$ cat src/hdl/symmetric_matrix_norm_unit_macros.svh
// assertion macros shared by the norm unit rtl
// no dependencies; taken in by `include where assertions are written
`ifndef SYMMETRIC_MATRIX_NORM_UNIT_MACROS_SVH
`define SYMMETRIC_MATRIX_NORM_UNIT_MACROS_SVH

// consequent must hold in the same cycle as the antecedent
`define SNM_ASSERT_IMP(label, clk, rst_n, ante, cons, msg) \
	label: assert property (@(posedge clk) disable iff (!rst_n) (ante) |-> (cons)) \
		else $error(msg);

// consequent must hold in the cycle after the antecedent
`define SNM_ASSERT_NXT(label, clk, rst_n, ante, cons, msg) \
	label: assert property (@(posedge clk) disable iff (!rst_n) (ante) |=> (cons)) \
		else $error(msg);

`endif

$ cat src/hdl/snm_pkg.sv
// widths, codes and types of the symmetric matrix norm unit
// no dependencies; used by the channel interfaces and the top level
`default_nettype none

package snm_pkg;

	// element and result widths
	localparam int ELEM_BITS = 16;
	localparam int MAG_BITS = ELEM_BITS;
	localparam int SQ_BITS = 2 * ELEM_BITS;
	localparam int VAL_BITS = 22;
	localparam int SUM_BITS = 2 * VAL_BITS;
	localparam int REM_BITS = VAL_BITS + 2;

	// matrix geometry
	localparam int MAX_ORDER = 64;
	localparam int ROW_BITS = $clog2(MAX_ORDER);
	localparam int ORDER_BITS = 7;

	// square-root step counts (two radicand bits per step)
	localparam int ELEM_STEPS = SQ_BITS / 2;
	localparam int SUM_STEPS = SUM_BITS / 2;
	localparam int STEP_BITS = $clog2(SUM_STEPS);

	// configuration port
	localparam int MODE_BITS = 2;
	localparam int CFG_IDX_BITS = 2;
	localparam int CFG_DATA_BITS = ORDER_BITS;

	typedef logic [MODE_BITS-1:0] mode_t;
	typedef logic [CFG_IDX_BITS-1:0] cfg_idx_t;
	typedef logic [VAL_BITS-1:0] val_t;
	typedef logic [ROW_BITS-1:0] row_t;

	// norm selection
	localparam mode_t MODE_MAX = mode_t'(0);
	localparam mode_t MODE_ONE = mode_t'(1);
	localparam mode_t MODE_FROB = mode_t'(2);
	localparam mode_t MODE_ZERO = mode_t'(3);

	// register indexes
	localparam cfg_idx_t CFG_MODE = cfg_idx_t'(0);
	localparam cfg_idx_t CFG_UPPER = cfg_idx_t'(1);
	localparam cfg_idx_t CFG_ORDER = cfg_idx_t'(2);

endpackage

`default_nettype wire

$ cat src/hdl/snm_if.sv
// valid/ready channel interfaces: element input, norm output, register writes
// depends on snm_pkg
`default_nettype none

// element words
interface snm_elem_if;
	logic valid;
	logic ready;
	logic signed [snm_pkg::ELEM_BITS-1:0] elem_re;
	logic signed [snm_pkg::ELEM_BITS-1:0] elem_im;
	modport source (output valid, elem_re, elem_im, input ready);
	modport sink (input valid, elem_re, elem_im, output ready);
endinterface

// norm result words
interface snm_norm_if;
	logic valid;
	logic ready;
	logic [snm_pkg::VAL_BITS-1:0] norm_value;
	modport source (output valid, norm_value, input ready);
	modport sink (input valid, norm_value, output ready);
endinterface

// register write words
interface snm_cfg_if;
	logic valid;
	logic ready;
	logic [snm_pkg::CFG_IDX_BITS-1:0] index;
	logic [snm_pkg::CFG_DATA_BITS-1:0] data;
	modport source (output valid, index, data, input ready);
	modport sink (input valid, index, data, output ready);
endinterface

`default_nettype wire

$ cat src/hdl/symmetric_matrix_norm_unit.sv
// channel   | dir | payload               | note
// elem      | in  | elem_re, elem_im      | one triangle element per word
// norm      | out | norm_value            | one word after the last element
// cfg       | in  | index, data           | register writes, always ready
//
// an element passes through accept, square, 16 steps of the shared bit-pair square-root
// unit and one row-sum ram update on the diagonal or two off it
// end of matrix: max and zero go straight to the result, one/infinity scans the
// row-sum ram, frobenius takes 22 root steps over the sum of squares
// row-sum ram uses per-row valid bits, so no clearing pass after reset
// a finished norm waits in its output register while the next matrix streams in
//
// depends on snm_pkg, snm_if and symmetric_matrix_norm_unit_macros.svh
`default_nettype none
`include "symmetric_matrix_norm_unit_macros.svh"

module symmetric_matrix_norm_unit (
	input  logic       clk,
	input  logic       arst_n,
	snm_elem_if.sink   elem,
	snm_norm_if.source norm,
	snm_cfg_if.sink    cfg
);

	localparam logic [2:0] ST_IDLE = 3'd0;
	localparam logic [2:0] ST_SQ   = 3'd1;
	localparam logic [2:0] ST_ROOT = 3'd2;
	localparam logic [2:0] ST_WR_R = 3'd3;
	localparam logic [2:0] ST_WR_C = 3'd4;
	localparam logic [2:0] ST_END  = 3'd5;
	localparam logic [2:0] ST_SCAN = 3'd6;
	localparam logic [2:0] ST_FIN  = 3'd7;

	localparam int EB = snm_pkg::ELEM_BITS;
	localparam int SQB = snm_pkg::SQ_BITS;
	localparam int VB = snm_pkg::VAL_BITS;
	localparam int SB = snm_pkg::SUM_BITS;
	localparam int RB = snm_pkg::REM_BITS;
	localparam int OB = snm_pkg::ORDER_BITS;
	localparam int WB = snm_pkg::ROW_BITS;
	localparam int TB = snm_pkg::STEP_BITS;

	logic [2:0]            state_q;
	snm_pkg::mode_t        mode_q;
	logic                  use_upper_q;
	logic [OB-1:0]         order_q;
	snm_pkg::row_t         row_q;
	snm_pkg::row_t         col_q;

	logic [EB-1:0]         im_q;
	logic [SQB-1:0]        sq_q;
	logic [SB-1:0]         rad_q;
	logic [RB-1:0]         rem_q;
	logic [VB-1:0]         root_q;
	logic [TB-1:0]         step_q;
	logic                  fin_root_q;

	snm_pkg::val_t         max_q;
	logic [SB-1:0]         sqsum_q;
	snm_pkg::val_t         best_q;
	logic [OB-1:0]         scan_q;
	logic                  cmp_s1;
	logic [snm_pkg::MAX_ORDER-1:0] row_vld_q;

	snm_pkg::val_t         row_mem [snm_pkg::MAX_ORDER];
	snm_pkg::val_t         rd_q;
	logic                  rdv_q;

	logic                  out_vld_q;
	snm_pkg::val_t         out_val_q;

	// combinational signals
	logic [EB-1:0]         re_bits, im_bits, re_abs, im_abs;
	logic [SQB-1:0]        re_sq, im_sq, sq_total;
	logic [OB-1:0]         n_eff;
	snm_pkg::row_t         last_idx;
	logic                  is_last;
	logic [OB-1:0]         row_inc, col_inc, nr_w, nc_w;
	snm_pkg::row_t         next_row, next_col;
	logic [RB-1:0]         rem_sh, trial;
	logic                  take_bit;
	snm_pkg::val_t         rd_val, mag_ext, sum_upd, result;
	logic [SB-1:0]         sq_add;
	snm_pkg::row_t         rd_addr, mem_wa;
	logic                  mem_we;
	logic                  item_end;
	logic                  out_free;
	logic                  cfg_wr, cfg_known;

	assign elem.ready = (state_q == ST_IDLE);
	assign norm.valid = out_vld_q;
	assign norm.norm_value = out_val_q;
	assign cfg.ready = 1'b1;

	// element magnitudes
	assign re_bits = elem.elem_re;
	assign im_bits = elem.elem_im;
	assign re_abs = re_bits[EB-1] ? (~re_bits + EB'(1)) : re_bits;
	assign im_abs = im_bits[EB-1] ? (~im_bits + EB'(1)) : im_bits;
	assign re_sq = re_abs * re_abs;
	assign im_sq = im_q * im_q;
	assign sq_total = sq_q + im_sq;

	// effective order and triangle walk
	always_comb begin
		if (order_q == '0)
			n_eff = OB'(1);
		else if (order_q > OB'(snm_pkg::MAX_ORDER))
			n_eff = OB'(snm_pkg::MAX_ORDER);
		else
			n_eff = order_q;
	end
	assign last_idx = WB'(n_eff - OB'(1));
	assign is_last = (row_q == last_idx) && (col_q == last_idx);
	assign row_inc = OB'(row_q) + OB'(1);
	assign col_inc = OB'(col_q) + OB'(1);

	always_comb begin
		if (use_upper_q) begin
			if (row_inc > OB'(col_q)) begin
				nr_w = '0;
				nc_w = col_inc;
			end else begin
				nr_w = row_inc;
				nc_w = OB'(col_q);
			end
		end else begin
			if (row_inc >= n_eff) begin
				nr_w = col_inc;
				nc_w = col_inc;
			end else begin
				nr_w = row_inc;
				nc_w = OB'(col_q);
			end
		end
		if (nc_w >= n_eff || nr_w >= n_eff) begin
			next_row = '0;
			next_col = '0;
		end else begin
			next_row = nr_w[WB-1:0];
			next_col = nc_w[WB-1:0];
		end
	end

	// one bit-pair step of the square root
	assign rem_sh = {rem_q[RB-3:0], rad_q[SB-1:SB-2]};
	assign trial = {root_q, 2'b01};
	assign take_bit = (rem_sh >= trial);

	// row-sum update and read port
	assign rd_val = rdv_q ? rd_q : '0;
	assign mag_ext = VB'(root_q[snm_pkg::MAG_BITS-1:0]);
	assign sum_upd = rd_val + mag_ext;
	assign sq_add = (row_q == col_q) ? SB'(sq_q) : SB'({sq_q, 1'b0});
	assign mem_we = (state_q == ST_WR_R) || (state_q == ST_WR_C);
	assign mem_wa = (state_q == ST_WR_C) ? col_q : row_q;

	always_comb begin
		if (state_q == ST_SCAN)
			rd_addr = scan_q[WB-1:0];
		else if (state_q == ST_WR_R)
			rd_addr = col_q;
		else
			rd_addr = row_q;
	end

	assign item_end = ((state_q == ST_WR_R) && (row_q == col_q)) || (state_q == ST_WR_C);
	assign out_free = !out_vld_q || norm.ready;
	assign cfg_wr = cfg.valid && cfg.ready;
	assign cfg_known = (cfg.index == snm_pkg::CFG_MODE) || (cfg.index == snm_pkg::CFG_UPPER) ||
		(cfg.index == snm_pkg::CFG_ORDER);

	// norm selection
	always_comb begin
		case (mode_q)
			snm_pkg::MODE_MAX:  result = max_q;
			snm_pkg::MODE_ONE:  result = best_q;
			snm_pkg::MODE_FROB: result = root_q;
			default:            result = '0;
		endcase
	end

	// row-sum ram, registered read
	always_ff @(posedge clk) begin
		if (mem_we)
			row_mem[mem_wa] <= sum_upd;
		rd_q <= row_mem[rd_addr];
		rdv_q <= row_vld_q[rd_addr];
	end

	// sequencer and datapath
	always_ff @(posedge clk or negedge arst_n) begin
		if (!arst_n) begin
			state_q <= ST_IDLE;
			mode_q <= snm_pkg::MODE_MAX;
			use_upper_q <= 1'b1;
			order_q <= OB'(1);
			row_q <= '0;
			col_q <= '0;
			im_q <= '0;
			sq_q <= '0;
			rad_q <= '0;
			rem_q <= '0;
			root_q <= '0;
			step_q <= '0;
			fin_root_q <= 1'b0;
			max_q <= '0;
			sqsum_q <= '0;
			best_q <= '0;
			scan_q <= '0;
			cmp_s1 <= 1'b0;
			row_vld_q <= '0;
			out_vld_q <= 1'b0;
			out_val_q <= '0;
		end else begin
			if (out_vld_q && norm.ready)
				out_vld_q <= 1'b0;

			unique case (state_q)
				ST_IDLE: begin
					if (elem.valid) begin
						sq_q <= re_sq;
						im_q <= im_abs;
						state_q <= ST_SQ;
					end
				end
				ST_SQ: begin
					sq_q <= sq_total;
					rad_q <= {sq_total, (SB - SQB)'(0)};
					rem_q <= '0;
					root_q <= '0;
					step_q <= TB'(snm_pkg::ELEM_STEPS - 1);
					fin_root_q <= 1'b0;
					state_q <= ST_ROOT;
				end
				ST_ROOT: begin
					rad_q <= {rad_q[SB-3:0], 2'b00};
					if (take_bit) begin
						rem_q <= rem_sh - trial;
						root_q <= {root_q[VB-2:0], 1'b1};
					end else begin
						rem_q <= rem_sh;
						root_q <= {root_q[VB-2:0], 1'b0};
					end
					if (step_q == '0)
						state_q <= fin_root_q ? ST_FIN : ST_WR_R;
					else
						step_q <= step_q - TB'(1);
				end
				ST_WR_R: begin
					if (mag_ext > max_q)
						max_q <= mag_ext;
					sqsum_q <= sqsum_q + sq_add;
					row_vld_q[row_q] <= 1'b1;
					if (row_q != col_q)
						state_q <= ST_WR_C;
				end
				ST_WR_C: begin
					row_vld_q[col_q] <= 1'b1;
				end
				ST_END: begin
					case (mode_q)
						snm_pkg::MODE_ONE: begin
							scan_q <= '0;
							cmp_s1 <= 1'b0;
							best_q <= '0;
							state_q <= ST_SCAN;
						end
						snm_pkg::MODE_FROB: begin
							rad_q <= sqsum_q;
							rem_q <= '0;
							root_q <= '0;
							step_q <= TB'(snm_pkg::SUM_STEPS - 1);
							fin_root_q <= 1'b1;
							state_q <= ST_ROOT;
						end
						default: state_q <= ST_FIN;
					endcase
				end
				ST_SCAN: begin
					if (cmp_s1 && rd_val > best_q)
						best_q <= rd_val;
					if (scan_q == n_eff) begin
						state_q <= ST_FIN;
					end else begin
						scan_q <= scan_q + OB'(1);
						cmp_s1 <= 1'b1;
					end
				end
				ST_FIN: begin
					if (out_free) begin
						out_val_q <= result;
						out_vld_q <= 1'b1;
						max_q <= '0;
						sqsum_q <= '0;
						row_vld_q <= '0;
						row_q <= '0;
						col_q <= '0;
						state_q <= ST_IDLE;
					end
				end
				default: state_q <= ST_IDLE;
			endcase

			// end of an element: step through the triangle or close the matrix
			if (item_end) begin
				if (is_last) begin
					state_q <= ST_END;
				end else begin
					row_q <= next_row;
					col_q <= next_col;
					state_q <= ST_IDLE;
				end
			end

			// writes to a known register start a new matrix
			if (cfg_wr) begin
				unique case (cfg.index)
					snm_pkg::CFG_MODE:  mode_q <= cfg.data[snm_pkg::MODE_BITS-1:0];
					snm_pkg::CFG_UPPER: use_upper_q <= cfg.data[0];
					snm_pkg::CFG_ORDER: order_q <= cfg.data[OB-1:0];
					default: ;
				endcase
				if (cfg_known) begin
					max_q <= '0;
					sqsum_q <= '0;
					row_vld_q <= '0;
					row_q <= '0;
					col_q <= '0;
				end
			end
		end
	end

	// checks
	`SNM_ASSERT_IMP(a_elem_root_width, clk, arst_n, state_q == ST_WR_R, root_q[VB-1:snm_pkg::MAG_BITS] == '0, "element magnitude wider than expected")
	`SNM_ASSERT_IMP(a_pos_in_triangle, clk, arst_n, state_q == ST_IDLE, (row_q <= last_idx) && (col_q <= last_idx) && (use_upper_q ? (row_q <= col_q) : (row_q >= col_q)), "position outside stored triangle")
	`SNM_ASSERT_NXT(a_clear_after_result, clk, arst_n, (state_q == ST_FIN) && out_free, (row_vld_q == '0) && (sqsum_q == '0) && (state_q == ST_IDLE), "matrix state not cleared after result")
	`SNM_ASSERT_IMP(a_scan_bound, clk, arst_n, state_q == ST_SCAN, scan_q <= n_eff, "row-sum scan ran past matrix order")

endmodule

`default_nettype wire

$ cat src/flat_wrapper.sv
// flat-port wrapper written by rule: the top's interface ports become plain ports
module symmetric_matrix_norm_unit_flat 
  (clk, arst_n, elem_valid, elem_elem_re, elem_elem_im, elem_ready, norm_valid, norm_norm_value, norm_ready, cfg_valid, cfg_index, cfg_data, cfg_ready);
  snm_elem_if elem_i ();
  snm_norm_if norm_i ();
  snm_cfg_if cfg_i ();
  input  logic clk;
  input  logic arst_n;
  input wire logic [$bits(elem_i.valid)-1:0] elem_valid;
  input wire logic [$bits(elem_i.elem_re)-1:0] elem_elem_re;
  input wire logic [$bits(elem_i.elem_im)-1:0] elem_elem_im;
  output wire logic [$bits(elem_i.ready)-1:0] elem_ready;
  output wire logic [$bits(norm_i.valid)-1:0] norm_valid;
  output wire logic [$bits(norm_i.norm_value)-1:0] norm_norm_value;
  input wire logic [$bits(norm_i.ready)-1:0] norm_ready;
  input wire logic [$bits(cfg_i.valid)-1:0] cfg_valid;
  input wire logic [$bits(cfg_i.index)-1:0] cfg_index;
  input wire logic [$bits(cfg_i.data)-1:0] cfg_data;
  output wire logic [$bits(cfg_i.ready)-1:0] cfg_ready;
  assign elem_i.valid = elem_valid;
  assign elem_i.elem_re = elem_elem_re;
  assign elem_i.elem_im = elem_elem_im;
  assign elem_ready = elem_i.ready;
  assign norm_valid = norm_i.valid;
  assign norm_norm_value = norm_i.norm_value;
  assign norm_i.ready = norm_ready;
  assign cfg_i.valid = cfg_valid;
  assign cfg_i.index = cfg_index;
  assign cfg_i.data = cfg_data;
  assign cfg_ready = cfg_i.ready;
  symmetric_matrix_norm_unit u_core (.clk(clk), .arst_n(arst_n), .elem(elem_i), .norm(norm_i), .cfg(cfg_i));
endmodule
$ cat config.mk
export PLATFORM = sky130hd
export DESIGN_NAME = symmetric_matrix_norm_unit_flat
export DESIGN_NICKNAME = d
export VERILOG_FILES = /design/src/hdl/snm_pkg.sv /design/src/hdl/snm_if.sv /design/src/hdl/symmetric_matrix_norm_unit.sv /design/src/flat_wrapper.sv
export VERILOG_INCLUDE_DIRS = /design/src /design/src/hdl
export SDC_FILE = /design/constraint.sdc
export NUM_CORES = 2
export LEC_CHECK = 0
export CELL_PAD_IN_SITES_DETAIL_PLACEMENT = 0
export CELL_PAD_IN_SITES_GLOBAL_PLACEMENT = 1
export CORE_UTILIZATION = 45
export CTS_CLUSTER_DIAMETER = 100
export DETAILED_ROUTE_END_ITERATION = 7
export DONT_BUFFER_PORTS = 1
export GPL_ROUTABILITY_DRIVEN = 1
export PLACE_DENSITY = 0.8
export SYNTH_ARGS = -nofsm -noshare
export SYNTH_HDL_FRONTEND = slang
export SYNTH_SLANG_ARGS = --single-unit
$ cat constraint.sdc
create_clock -name clk -period 8.2 [get_ports clk]
set_clock_uncertainty 0.1 [all_clocks]
set_input_delay 2.05 -clock clk [delete_from_list [all_inputs] [get_ports clk]]
set_output_delay 2.05 -clock clk [all_outputs]
set_load 0.03 [all_outputs]
==> impl_metrics.json <==
{
  "status": "finished, violations left",
  "violations": "design-rule violations, negative setup slack",
  "drc": 5,
  "crit_slowest_cell": "fa_1",
  "die_w_um": 463,
  "vias_per_cell": 5.71,
  "cts_tree": "done",
  "grt_pass1_wl_um": 388000,
  "critPathLaunchType": "input port",
  "rsz0062_at_grt": "yes",
  "grt_usage_pct": 23.6,
  "cts.sinks": 1781,
  "ys_ff_latch": 1781,
  "clock_latency_ns": 0.84,
  "vias": 62800,
  "setup_viol": 16,
  "yosys-top-cells-area": "edfxtp_1, dfrtp_1, fa_1",
  "fin_tns_setup_ns": -3.16,
  "yosysWarnings": 0,
  "synth_top_area_share_pct": 44.3,
  "clk_pin_slew_ns": 0.06,
  "cts_made_buffers": 179,
  "detail_route.wirelength_um": 256000,
  "die_h_um": 463,
  "multiInputGateArea_um2": 40800,
  "synthArstFlopShare_pct": 19.7,
  "core_region_area_um2": 210000,
  "yosysUniqueCellTypes": 92,
  "synthFlopType": "edfxtp_1",
  "wl_per_cell_um": 23.2,
  "post-route-min-period_ns": 8.58,
  "cp_data_required_time_ns": 8.79,
  "fillCellCount": 17900,
  "cp_data_arrival_time_ns": 9.17,
  "synth_edf_count": 1408,
  "firstDrtPassIters": 8,
  "ios": 71,
  "antenna_found_initial": 7,
  "yosysSeqAreaShare_pct": 53.9,
  "grt_overflow": 0,
  "grt_start_max_net_pins": 351,
  "drtIter0Drc": 5780,
  "crit_fanout": 7,
  "max_freq_ghz": 0.117,
  "cts_htree_levels": 4,
  "final_nets": 8794,
  "drive_above_1_share_pct": 15.2,
  "hp-class": "flop to flop",
  "end_kind": "flop",
  "postSynthAreaPerCell_um2": 12.1,
  "relSlewSlack_pct": 10.4,
  "drv_slew": 0,
  "critPathMaxStageDelay_ns": 0.53,
  "syn_area_um2": 95500,
  "syn_to_final_growth_pct": 12.4,
  "hold_violations": 0,
  "setup_ws_ns": -0.380,
  "ant_nets": 0,
  "start_util_pct": 45.5,
  "cts.path.max_buffers": 3,
  "grt_pass1_vias": 62900,
  "tightest_slew_ns": 1.34,
  "die_area_um2": 214000,
  "postCtsHoldBufs": 0,
  "path_common_cell": "fa_1",
  "setup.worst_path.class": "input port to flop",
  "cts_root_buf": "clkbuf_16",
  "port-buffer-count": 0,
  "rows": 168,
  "seq_area_um2": 51500,
  "fin_crit_sh_pct": 105,
  "yosysTopAreaCell": "edfxtp_1",
  "maxCapViolations": 0,
  "gp_congestion": 0.927,
  "dpl.hpwl_um": 164000,
  "syn_inst": 7918
}
kinds of logic after synthesis:
logic type               synth area share, %
AO/OA/AOI/OAI                           11.0
XOR/XNOR                                1.67
adder cells (fa/ha/maj)                 12.1
buffers and inverters                   4.59
flip-flops                              53.9
multiplexers                            9.23
other                                0.00786
AND/OR/NAND/NOR                         7.48
path summary, 6_finish.rpt:
| path | startpoint | end | slack [ns] | cells after the start |
|---|---|---|---|---|
| min | u_core.row_vld_q[32]$_DFF_PN0_ | u_core.row_vld_q[32]$_DFF_PN0_ | 0.39 | 1 |
| max | elem_elem_re[0] | u_core.sq_q[31]$_DFFE_PN0P_ | -0.38 | 29 |
| min reg2reg | u_core.row_vld_q[32]$_DFF_PN0_ | u_core.row_vld_q[32]$_DFF_PN0_ | 0.39 | 1 |
| max reg2reg | u_core.im_q[9]$_DFFE_PN0P_ | u_core.rad_q[42]$_DFFE_PN0P_ | 0.38 | 24 |
| max in group asynchronous | arst_n | u_core.im_q[12]$_DFFE_PN0P_ | 6.70 | 0 |
| min in group asynchronous | arst_n | u_core.norm.norm_value[9]$_DFFE_PN0P_ | 0.81 | 0 |
through the flow:
stage / utilization (%) / instance area, um^2 / hold WS [ns] / worst slack, ns / cells
3_3_place_gp: 47.9 / 101000 / 0.372 / -1.49 / 10600
5_1_grt: 51.1 / 107000 / 0.410 / -0.585 / 11000
6_report: 51.1 / 107000 / 0.390 / -0.380 / 11000
3_5_place_dp: 47.9 / 101000 / 0.379 / -1.55 / 10600
4_1_cts: 51.0 / 107000 / 0.393 / -0.355 / 11000
2_1_floorplan: - / 95800 / 0.349 / -1.46 / 7928
routing by layer:
| metal | GRT usage, % | vias up | routed length (um) |
|---|---|---|---|
| li1 | - | 28700 | - |
| met1 | 32.7 | 31600 | 111000 |
| met2 | 37.8 | 2156 | 119000 |
| met3 | 3.70 | 418 | 17300 |
| met4 | 7.88 | 0 | 8580 |
| met5 | 0 | - | 0 |
registers in the layout, indices dropped and copies added, names as in the netlist, 32 cells and up:
| signal | flops |
|---|---|
| u_core.row_vld_q | 64 |
| u_core.row_mem | 1408 |
| u_core.sq_q | 32 |
| u_core.rad_q | 44 |
| u_core.sqsum_q | 44 |
final cells by class:
class	instances	share of cell area, %
clock inverters	109	1.19
repair buffers	350	2.74
multi-input cells	5044	38.0
inverters	684	2.41
clock buffers	223	4.43
flip-flops and latches	1781	48.0
diodes	1	0.00233
well taps	2805	3.27
cells in the mapped netlist (9+ instances only):
cell type and count:
fa_1 361, nand4_1 29, o211ai_1 21, a31oi_1 30, ha_1 347, nand2b_1 32, a22o_1 20, buf_1 24
dfrtp_1 348, a22oi_1 41, or2_2 13, or3_1 17, o31ai_1 37, o21ai_0 346, and2_1 77, a221oi_1 39
a222oi_1 23, xor2_1 75, inv_1 675, buf_2 98, mux2_2 395, o22ai_1 36, and3_1 22, buf_4 32
or4_1 12, mux2i_1 437, nor2b_1 21, nand2_1 602, dfxtp_1 23, clkbuf_1 265, xnor2_1 102, a21oi_1 482
a211oi_1 346, nor3_1 47, edfxtp_1 1408, nand3b_1 9, o21bai_1 10, a21o_1 92, nor2_1 681, nand3_1 67
o21a_1 30
cells in the final DEF, fill, tap and decap left out, types with 24 or more instances in the layout:
master | Yosys | layout
o21a_1 | 30 | 30
o22ai_1 | 36 | 36
o31ai_1 | 37 | 36
a221oi_1 | 39 | 39
mux2_2 | 395 | 394
fa_1 | 361 | 357
dfrtp_1 | 348 | 348
nand4_1 | 29 | 29
o21ai_0 | 346 | 334
nor2_4 | 0 | 24
nand3_1 | 67 | 65
mux2i_1 | 437 | 437
xor2_1 | 75 | 66
xnor2_1 | 102 | 83
edfxtp_1 | 1408 | 1408
and2_1 | 77 | 72
a211oi_1 | 346 | 345
a22oi_1 | 41 | 41
clkinv_1 | 5 | 45
ha_1 | 347 | 338
a31oi_1 | 30 | 29
a21oi_1 | 482 | 467
nand2b_1 | 32 | 31
nor2_1 | 681 | 608
nand2_1 | 602 | 587
a21o_1 | 92 | 92
nor2_2 | 0 | 49
nor3_1 | 47 | 45
buf_4 | 32 | 315
clkbuf_16 | 0 | 180
clkbuf_1 | 265 | 34
inv_1 | 675 | 660
critical path: cells and delay by family:
kind / cells / cell delay (ns)
buffers and inverters: 7 / 0.40
adder cells (fa/ha/maj): 7 / 3.17
AND/OR/NAND/NOR: 5 / 1.33
XOR/XNOR: 1 / 0.19
AO/OA/AOI/OAI: 9 / 2.03
timing repair:
action | 4_1_cts | 5_1_grt
buffers inserted | 18 | 9
setup endpoints to repair | 19 | 20
pin swaps | 68 | 44
resized for setup | 52 | 44
Power is not shown: default switching activity piles up to over one toggle a cycle in this logic, so the estimate is an artifact.
